<file path="src/rtl/core/pcmp_pkg.sv">
// ----------------------------------------------------------------------------
// Panel command message parser package
// Character constants, header patterns and shared state types.
// ----------------------------------------------------------------------------
package pcmp_pkg;

  localparam logic [7:0] CHAR_SEMI = 8'd59;
  localparam logic [7:0] CHAR_0    = 8'h30;
  localparam logic [7:0] CHAR_9    = 8'h39;
  localparam logic [7:0] CHAR_A    = 8'h41;
  localparam logic [7:0] CHAR_Z    = 8'h5A;
  localparam logic [7:0] CHAR_R    = 8'h52;
  localparam logic [7:0] CHAR_S    = 8'h53;
  localparam logic [7:0] CHAR_E    = 8'h45;
  localparam logic [7:0] CHAR_N    = 8'h4E;

  localparam logic [2:0] HDR_LEN   = 3'd6;
  localparam logic [9:0] COUNT_MAX = 10'd999;
  localparam logic [1:0] COUNT_DIGITS_MAX = 2'd3;

  localparam logic [3:0] FP_SEMI_A = 4'd0;
  localparam logic [3:0] FP_STIM   = 4'd1;
  localparam logic [3:0] FP_SEMI_B = 4'd2;
  localparam logic [3:0] FP_REC    = 4'd3;
  localparam logic [3:0] FP_SEMI_C = 4'd4;
  localparam logic [3:0] FP_STATUS = 4'd5;
  localparam logic [3:0] FP_COUNT  = 4'd6;

  typedef struct packed {
    logic [2:0] match_pos;
    logic       is_end;
    logic       found;
  } srch_t;

  typedef struct packed {
    logic [3:0] field_pos;
    logic       format_error;
    logic [3:0] stim_digit;
    logic [3:0] rec_digit;
    logic [7:0] status_char;
    logic [9:0] count_accum;
    logic [1:0] count_digits;
    logic       fields_done;
  } body_t;

  function automatic logic [7:0] hdr_char(input logic is_end, input logic [2:0] pos);
    logic [7:0] ch;
    ch = 8'h00;
    if (is_end) begin
      case (pos)
        3'd0: ch = 8'h45;
        3'd1: ch = 8'h4E;
        3'd2: ch = 8'h44;
        3'd3: ch = 8'h54;
        3'd4: ch = 8'h43;
        3'd5: ch = 8'h50;
        default: ch = 8'h00;
      endcase
    end else begin
      case (pos)
        3'd0: ch = 8'h53;
        3'd1: ch = 8'h43;
        3'd2: ch = 8'h52;
        3'd3: ch = 8'h45;
        3'd4: ch = 8'h45;
        3'd5: ch = 8'h4E;
        default: ch = 8'h00;
      endcase
    end
    return ch;
  endfunction

  function automatic logic is_digit(input logic [7:0] c);
    return (c >= CHAR_0) && (c <= CHAR_9);
  endfunction

endpackage

</file>
<file path="src/rtl/core/pcmp_search.sv">
// ----------------------------------------------------------------------------
// Panel command message parser header search
// Next-state logic of the substring search for SCREEN and ENDTCP.
// ----------------------------------------------------------------------------
module pcmp_search (
  input  logic [7:0]     char_i,
  input  pcmp_pkg::srch_t cur_i,
  output pcmp_pkg::srch_t nxt_o
);

  logic [2:0] p;
  logic [7:0] pat;
  logic [2:0] pos_new;
  logic       end_new;

  assign p   = cur_i.match_pos;
  assign pat = pcmp_pkg::hdr_char(cur_i.is_end, p);

  always_comb begin
    pos_new = 3'd0;
    end_new = 1'b0;
    if ((p != 3'd0) && (p < pcmp_pkg::HDR_LEN) && (char_i == pat)) begin
      pos_new = p + 3'd1;
      end_new = cur_i.is_end;
    end else if ((p != 3'd0) && !cur_i.is_end && ((p == 3'd4) || (p == 3'd5)) &&
                 (char_i == pcmp_pkg::CHAR_N)) begin
      pos_new = 3'd2;
      end_new = 1'b1;
    end else if (char_i == pcmp_pkg::CHAR_S) begin
      pos_new = 3'd1;
      end_new = 1'b0;
    end else if (char_i == pcmp_pkg::CHAR_E) begin
      pos_new = 3'd1;
      end_new = 1'b1;
    end

    nxt_o.is_end    = end_new;
    nxt_o.found     = cur_i.found;
    nxt_o.match_pos = pos_new;
    if (pos_new >= pcmp_pkg::HDR_LEN) begin
      nxt_o.found     = 1'b1;
      nxt_o.match_pos = 3'd0;
    end
  end

endmodule

</file>
<file path="src/rtl/core/pcmp_body.sv">
// ----------------------------------------------------------------------------
// Panel command message parser body decoder
// Next-state logic for the fields that follow the SCREEN header.
// ----------------------------------------------------------------------------
module pcmp_body (
  input  logic [7:0]      char_i,
  input  pcmp_pkg::body_t cur_i,
  output pcmp_pkg::body_t nxt_o
);

  logic        ok;
  logic        dig;
  logic [13:0] accum_ext;

  assign dig       = pcmp_pkg::is_digit(char_i);
  assign accum_ext = {1'b0, cur_i.count_accum, 3'b000} + {3'b000, cur_i.count_accum, 1'b0} +
                     {10'd0, char_i[3:0]};

  always_comb begin
    nxt_o = cur_i;
    ok    = 1'b1;
    case (cur_i.field_pos)
      pcmp_pkg::FP_SEMI_A, pcmp_pkg::FP_SEMI_B, pcmp_pkg::FP_SEMI_C: begin
        ok = (char_i == pcmp_pkg::CHAR_SEMI);
      end
      pcmp_pkg::FP_STIM: begin
        ok = dig;
        if (dig) nxt_o.stim_digit = char_i[3:0];
      end
      pcmp_pkg::FP_REC: begin
        ok = dig;
        if (dig) nxt_o.rec_digit = char_i[3:0];
      end
      pcmp_pkg::FP_STATUS: begin
        ok = (char_i >= pcmp_pkg::CHAR_A) && (char_i <= pcmp_pkg::CHAR_Z);
        if (ok) begin
          nxt_o.status_char = char_i;
          if (char_i != pcmp_pkg::CHAR_R) nxt_o.fields_done = 1'b1;
        end
      end
      default: begin
        if (dig) begin
          if (cur_i.count_digits >= pcmp_pkg::COUNT_DIGITS_MAX) begin
            ok = 1'b0;
          end else begin
            nxt_o.count_accum  = accum_ext[9:0];
            nxt_o.count_digits = cur_i.count_digits + 2'd1;
          end
        end else if ((char_i == pcmp_pkg::CHAR_SEMI) && (cur_i.count_digits != 2'd0)) begin
          nxt_o.fields_done = 1'b1;
        end else begin
          ok = 1'b0;
        end
      end
    endcase
    if (!ok) begin
      nxt_o.format_error = 1'b1;
    end else if (cur_i.field_pos < pcmp_pkg::FP_COUNT) begin
      nxt_o.field_pos = cur_i.field_pos + 4'd1;
    end
  end

endmodule

</file>
<file path="src/rtl/core/panel_command_message_parser_core.sv">
// ----------------------------------------------------------------------------
// Panel command message parser core
// Byte-stream parser for SCREEN command and ENDTCP end messages.
// ----------------------------------------------------------------------------
// One message byte is taken per cycle unless a last byte waits in the input
// register for the result register to be freed; each message yields one result
// on its last byte, via the input and result registers. Search and field decode
// state update combinationally from the input register; the result register
// lets the next message start while a result still waits to be taken.
module panel_command_message_parser_core (
  input  logic        clk,
  input  logic        rst_n,
  input  logic        in_tvalid,
  output logic        in_tready,
  input  logic [7:0]  in_tdata,   // [7:0] msg_byte
  input  logic        in_tlast,   // msg_last
  output logic        out_tvalid,
  input  logic        out_tready,
  output logic [31:0] out_tdata   // [0] msg_valid, [1] end_request, [5:2] stim_command,
                                  // [9:6] rec_command, [17:10] status_letter,
                                  // [18] count_present, [28:19] repeat_count
);

  logic            s1_valid_r;
  logic [7:0]      s1_byte_r;
  logic            s1_last_r;
  logic            adv;
  logic            out_free;

  pcmp_pkg::srch_t srch_r;
  pcmp_pkg::srch_t srch_upd;
  pcmp_pkg::srch_t srch_nxt;
  pcmp_pkg::body_t body_r;
  pcmp_pkg::body_t body_upd;
  pcmp_pkg::body_t body_nxt;

  logic            is_end;
  logic            cmd;
  logic            cnt_pres;
  logic [31:0]     res;
  logic            out_valid_r;
  logic [31:0]     out_data_r;

  assign out_free  = !out_valid_r || out_tready;
  assign adv       = s1_valid_r && (!s1_last_r || out_free);
  assign in_tready = !s1_valid_r || adv;

  always_ff @(posedge clk) begin
    if (!rst_n) begin
      s1_valid_r <= 1'b0;
    end else if (in_tready) begin
      s1_valid_r <= in_tvalid;
    end
  end

  always_ff @(posedge clk) begin
    if (in_tready && in_tvalid) begin
      s1_byte_r <= in_tdata;
      s1_last_r <= in_tlast;
    end
  end

  pcmp_search u_search (
    .char_i (s1_byte_r),
    .cur_i  (srch_r),
    .nxt_o  (srch_upd)
  );

  pcmp_body u_body (
    .char_i (s1_byte_r),
    .cur_i  (body_r),
    .nxt_o  (body_upd)
  );

  always_comb begin
    srch_nxt = srch_r;
    body_nxt = body_r;
    if (!srch_r.found) begin
      srch_nxt = srch_upd;
    end else if (!srch_r.is_end && !body_r.format_error && !body_r.fields_done) begin
      body_nxt = body_upd;
    end
  end

  assign is_end   = srch_nxt.found && srch_nxt.is_end;
  assign cmd      = srch_nxt.found && !srch_nxt.is_end && body_nxt.fields_done &&
                    !body_nxt.format_error && (body_nxt.count_accum <= pcmp_pkg::COUNT_MAX);
  assign cnt_pres = cmd && (body_nxt.status_char == pcmp_pkg::CHAR_R);

  assign res = {3'b000,
                cnt_pres ? body_nxt.count_accum : 10'd0,
                cnt_pres,
                cmd ? body_nxt.status_char : 8'd0,
                cmd ? body_nxt.rec_digit : 4'd0,
                cmd ? body_nxt.stim_digit : 4'd0,
                is_end,
                is_end || cmd};

  always_ff @(posedge clk) begin
    if (!rst_n) begin
      srch_r <= '0;
      body_r <= '0;
    end else if (adv) begin
      if (s1_last_r) begin
        srch_r <= '0;
        body_r <= '0;
      end else begin
        srch_r <= srch_nxt;
        body_r <= body_nxt;
      end
    end
  end

  always_ff @(posedge clk) begin
    if (!rst_n) begin
      out_valid_r <= 1'b0;
    end else if (adv && s1_last_r) begin
      out_valid_r <= 1'b1;
    end else if (out_tready) begin
      out_valid_r <= 1'b0;
    end
  end

  always_ff @(posedge clk) begin
    if (adv && s1_last_r) begin
      out_data_r <= res;
    end
  end

  assign out_tvalid = out_valid_r;
  assign out_tdata  = out_data_r;

endmodule

</file>
<file path="config.mk">
export PLATFORM = sky130hd
export DESIGN_NAME = panel_command_message_parser_core
export DESIGN_NICKNAME = d
export VERILOG_FILES = /design/src/rtl/core/pcmp_pkg.sv /design/src/rtl/core/pcmp_search.sv /design/src/rtl/core/pcmp_body.sv /design/src/rtl/core/panel_command_message_parser_core.sv
export SDC_FILE = /design/constraint.sdc
export NUM_CORES = 1
export LEC_CHECK = 0
export ABC_AREA = 0
export BUFFER_PORTS_ARGS = -buffer_cell sky130_fd_sc_hd__buf_2
export CORE_MARGIN = 2
export CORE_UTILIZATION = 55
export CTS_BUF_LIST = sky130_fd_sc_hd__clkbuf_8
export CTS_CLUSTER_DIAMETER = 30
export CTS_CLUSTER_SIZE = 16
export DETAILED_ROUTE_END_ITERATION = 8
export GPL_TIMING_DRIVEN = 0
export PLACE_DENSITY = 0.73
export SLEW_MARGIN = 0
export SYNTH_ARGS = -nofsm -noshare
export SYNTH_HDL_FRONTEND = slang
export SYNTH_SLANG_ARGS = --single-unit
</file>
<file path="constraint.sdc">
create_clock -name clk -period 3.1 [get_ports clk]
set_input_delay 0.62 -clock clk [delete_from_list [all_inputs] [get_ports clk]]
set_output_delay 0.62 -clock clk [all_outputs]
set_load 0.02 [all_outputs]
</file>
== Word-level counts from Yosys, hierarchy flattened ==
Cells that the tools add are included.
Word-level totals
  register bits: 79
  logic and storage cells: 143
Operators by class
  add/subtract/negate cells: 5
  $lt $le $gt $ge: 9
  equal/unequal tests: 20
  muxes and demuxes: 41
  reduce and logical (&&, ||, !) cells: 50
Operators by type and width (number)
  2-to-1 mux 34 bit: 3
  one-hot mux 7 bit (6 select lines): 1
  2-to-1 mux 12 bit: 3
  one-hot mux 7 bit (5 select lines): 1
  equality test 8 x 7 -> 1 bit, second input constant: 4
  2-to-1 mux 4 bit: 6
  2-to-1 mux 8 bit: 3
  logical AND 1 bit: 19
  2-to-1 mux 1 bit: 16
  nonzero test 2 bit: 7
  2-to-1 mux 3 bit: 4
  adder 10 bit: 1
  adder 10 x 4 -> 10 bit: 1
  <= comparator 10 bit, second input constant: 1
  2-to-1 mux 5 bit: 2
  equality test 4 x 2 -> 1 bit, second input constant: 2
  equality test 4 x 3 -> 1 bit, second input constant: 2
  equality test 8 x 6 -> 1 bit, second input constant: 1
  equality test 8 bit: 1
  >= comparator 8 x 6 -> 1 bit, second input constant: 1
  >= comparator 8 x 7 -> 1 bit, second input constant: 1
  <= comparator 8 x 6 -> 1 bit, second input constant: 1
  <= comparator 8 x 7 -> 1 bit, second input constant: 1
  zero test 1 bit: 8
  other kinds (27): 35

== Logic depth before layout (Yosys ltp) ==
  depth in word-level cells: 16
  mapped depth: 11
  gate-level depth less buffers: 11

== Cells and area by module ==
A second synthesis with hierarchy kept.
Second synthesis, totals
  cells, all modules: 519
  area total of the unflattened synthesis: 4912.2 sq um
Modules (own cells, without submodules)
  panel_command_message_parser_core: times used 1, cells an instance 292, area each 3265.6 sq um
  pcmp_body: times used 1, cells an instance 154, area each 1104.8 sq um
  pcmp_search: times used 1, cells an instance 73, area each 541.8 sq um

== Worst setup path before layout ==
Ideal clock, no wire load.
  path type: register to register
  start: register s1_byte_r[3]
  end: register out_data_r[27] (netlist: out_tdata[27]), data pin
  setup time: 0.260 ns
  arrival: 2.447 ns
  required time: 2.840 ns
  setup slack: 0.392 ns
  stages on the path, launching flop included: 11
  buffers on the path: 0
  period minus slack after synthesis: 2.708 ns
  path through: edfxtp_1 -> fa_1 -> inv_1 -> fa_1 -> nor2b_1 -> o21ai_0 -> a21oi_1 -> nor4_1 -> a311oi_1 -> mux2_2 -> nor3_2
Between the ends
  longest elaborated chain between the ends: 13
RTL lines
  from (decl): line panel_command_message_parser_core.sv:25  | logic [7:0] s1_byte_r;
  from (signal assigned): line panel_command_message_parser_core.sv:58  | s1_byte_r <= in_tdata;
  branches (longest 13 deep; another with adder 10 x 4 -> 10 bit)
  to (signal assigned): line panel_command_message_parser_core.sv:126  | out_data_r <= res;
  to (decl): line panel_command_message_parser_core.sv:42  | logic [31:0] out_data_r;
Several ways; the timed one is not identified. The select of a mux whose other input is x is not followed.
A chain may end at the register's enable or synchronous reset.

== Final worst setup path ==
Same ends and word-level chain as after synthesis.

==> results.ini <==
[clocking]
clkTransAtPathRegs_ns = 0.09
insertion_delay_ns = 0.36
cts_max_level = 3
cts_hold_buffers = 0
clock_path_buffers = 2
cts-root-buf = clkbuf_8
numCtsBuffers = 9
cts_tree = yes
cts_sinks = 79

[synthesis]
syn_inst = 459
synth.top_cell.area_share_pct = 24.9
ys_warn_count = 0
synth_area_leader_cell = edfxtp_1
seq_area_frac_synth_pct = 42.8
ys_types = 69
synth_common_cells = nor2_1, dfxtp_1, edfxtp_1
synth-edff-count = 38
ys_ff_latch = 79
syn_area_um2 = 4580
syn_avg_cell_area_um2 = 9.99
synthArstFlopShare_pct = 0
yosysMostFrequentCell = nor2_1
yosys-top-cells-area = edfxtp_1, dfxtp_1, ha_1
synth_flop_cell = dfxtp_1

[timing]
worst_slew_pin_slew_ns = 1.09
finClkSkew_ns = 0.0121
slew_viol_final = 0
finalSetupViolations = 0
slew_headroom_pct = 27.1
fin_crit_sh_pct = 96.0
setup_slack_ns = 0.124
hold_viol_final = 0
timing.fmax_mhz = 336
fin_crit_ns = 2.98

[grt]
global_route.usage.total_pct = 23.3
grt_pass1_vias = 3302
grt_max_degree = 30
gr-total-overflow = 0
grt_pass1_wl_um = 16300
antenna_found_initial = 0

[drt]
ant_nets = 0
wl_per_cell_um = 15.9
wl_um = 9980
post-route-drc-count = 0
via_count = 3546
vias_per_cell = 5.65
firstDrtPassIters = 5
drtIter0Drc = 270

[place]
dp_cells = 609
port_buffers = 43
gp_congestion = 0.883
dp_hpwl_um = 7260
place_ws_ns = -0.0108

[cells_and_area]
final_nets = 558
fillers = 682
final_layout_size_suffix_gt1_share_pct = 19.9
post-route-util_pct = 63.7
diodes = 0
area_growth_syn_to_layout_pct = 12.9
stdcell_count = 628

[worst_setup_path]
startpoint = s1_byte_r[3]
cp_max_fo = 4
worstPathArrival_ns = 3.09
critPathCaptureType = flip-flop
reg2reg_from = s1_byte_r[3]
required_ns = 3.21
criticalPathCategory = flip-flop to flip-flop
start_kind = flip-flop

[floorplan]
die_area_um2 = 9080
num_rows = 33
ios = 47
start_util_pct = 56.4
die_h_um = 95.3
die_w_um = 95.3
core_um2 = 8130

[min_path]
hold_start = in_tdata[7]
hold_class = primary input to flip-flop

[power]
powerDensity_nw_per_um2 = 382
power_uw = 1980
p_leak_uw = 0.00189
ir_drop_mv = 0.183

[job]
drv_cap = 0

[status]
status = finished, final reports clean

## metal layers
| layer | track usage (%) | part of all wire, % |
|---|---|---|
| met5 | 0 | 0 |
| met4 | 5.92 | 1.5 |
| met3 | 5.14 | 4.2 |
| met2 | 36.9 | 46 |
| met1 | 32.5 | 48 |
## flip-flops by register name, summed over array words and instances, names as in the netlist
signal / flops
out_tdata: 29
srch_r: 5
body_r: 34
s1_byte_r: 8
s1_valid_r: 1
out_tvalid: 1
s1_last_r: 1
## cell families after synthesis
| logic type | Yosys count | share of synthesized area, % |
|---|---|---|
| simple gates | 174 | 21.9 |
| compound gates | 88 | 13.8 |
| flops | 79 | 42.8 |
| buf+inv | 48 | 4.89 |
| fa+ha+maj | 27 | 7.70 |
| mux | 27 | 5.98 |
| xor+xnor | 15 | 2.87 |
| other cells | 1 | 0.0818 |
## metrics by stage
stage	TNS (ns)	instance area, µm²	hold WS (ns)
6_report	0	5180	0.444
5_1_grt	-0.0416	5180	0.421
4_1_cts	0	5140	0.431
3_5_place_dp	-0.0108	4940	0.447
3_3_place_gp	0	4940	0.442
2_1_floorplan	0	4590	0.421
## timing repair
action                                  in CTS  in global routing
buffers inserted                             0                  3
endpoints found under the setup margin       1                 28
gates resized for setup                      0                  3
pin swaps                                    1                  4
## path summary, 6_finish.rpt
path	slack, ns	to	cells past startpoint
max	0.12	out_tdata[27]	11
max reg2reg	0.12	out_tdata[27]	11
min	0.44	s1_byte_r[7]	1
min reg2reg	0.46	body_r[20]	2
## worst max-delay path: stages, from the launching register on
cell,delay [ns]
edfxtp_1,0.45
fa_1,0.54
inv_1,0.06
fa_1,0.46
nor2b_1,0.15
o21ai_0,0.11
a21oi_1,0.23
nor4_1,0.09
a311oi_1,0.26
buf_4,0.17
mux2_2,0.17
nor3_2,0.04
## layout make-up
type / count / area [µm²] / area share (%)
multi-input combinational: 334 / 2420 / 46.8
sequential: 79 / 1960 / 37.9
timing repair buffer: 46 / 238 / 4.59
buffer: 28 / 149 / 2.88
tap: 105 / 131 / 2.54
clock buffer: 9 / 124 / 2.39
inverter: 20 / 75.1 / 1.45
clock inverter: 7 / 73.8 / 1.43
## report_power, final
group | leakage (µW) | switching, µW | total, µW | internal, µW
combinational | 0.00106 | 73.1 | 110 | 36.5
clock | 0.0000933 | 391 | 764 | 373
sequential | 0.000740 | 7.04 | 1110 | 1100
total | 0.00189 | 471 | 1980 | 1510
## cell usage in the layout, fill, tap and decap left out, types with 4 or more instances in the layout
cell,instances
a21boi_0,8
nor3b_1,7
a22oi_1,10
o21ai_0,16
nand4b_1,6
clkbuf_1,11
a32oi_1,6
and2_1,7
buf_2,54
ha_1,25
nand2b_1,4
inv_1,21
and3_1,4
nor3_2,6
edfxtp_1,38
nand2_1,28
nor2b_1,26
dfxtp_1,40
mux2i_1,24
nor2_1,45
xnor2_1,12
buf_4,7
nor3_1,13
o21a_1,6
clkbuf_8,9
a21oi_1,16
nor4_1,4
(Power assumes the default switching activity.)
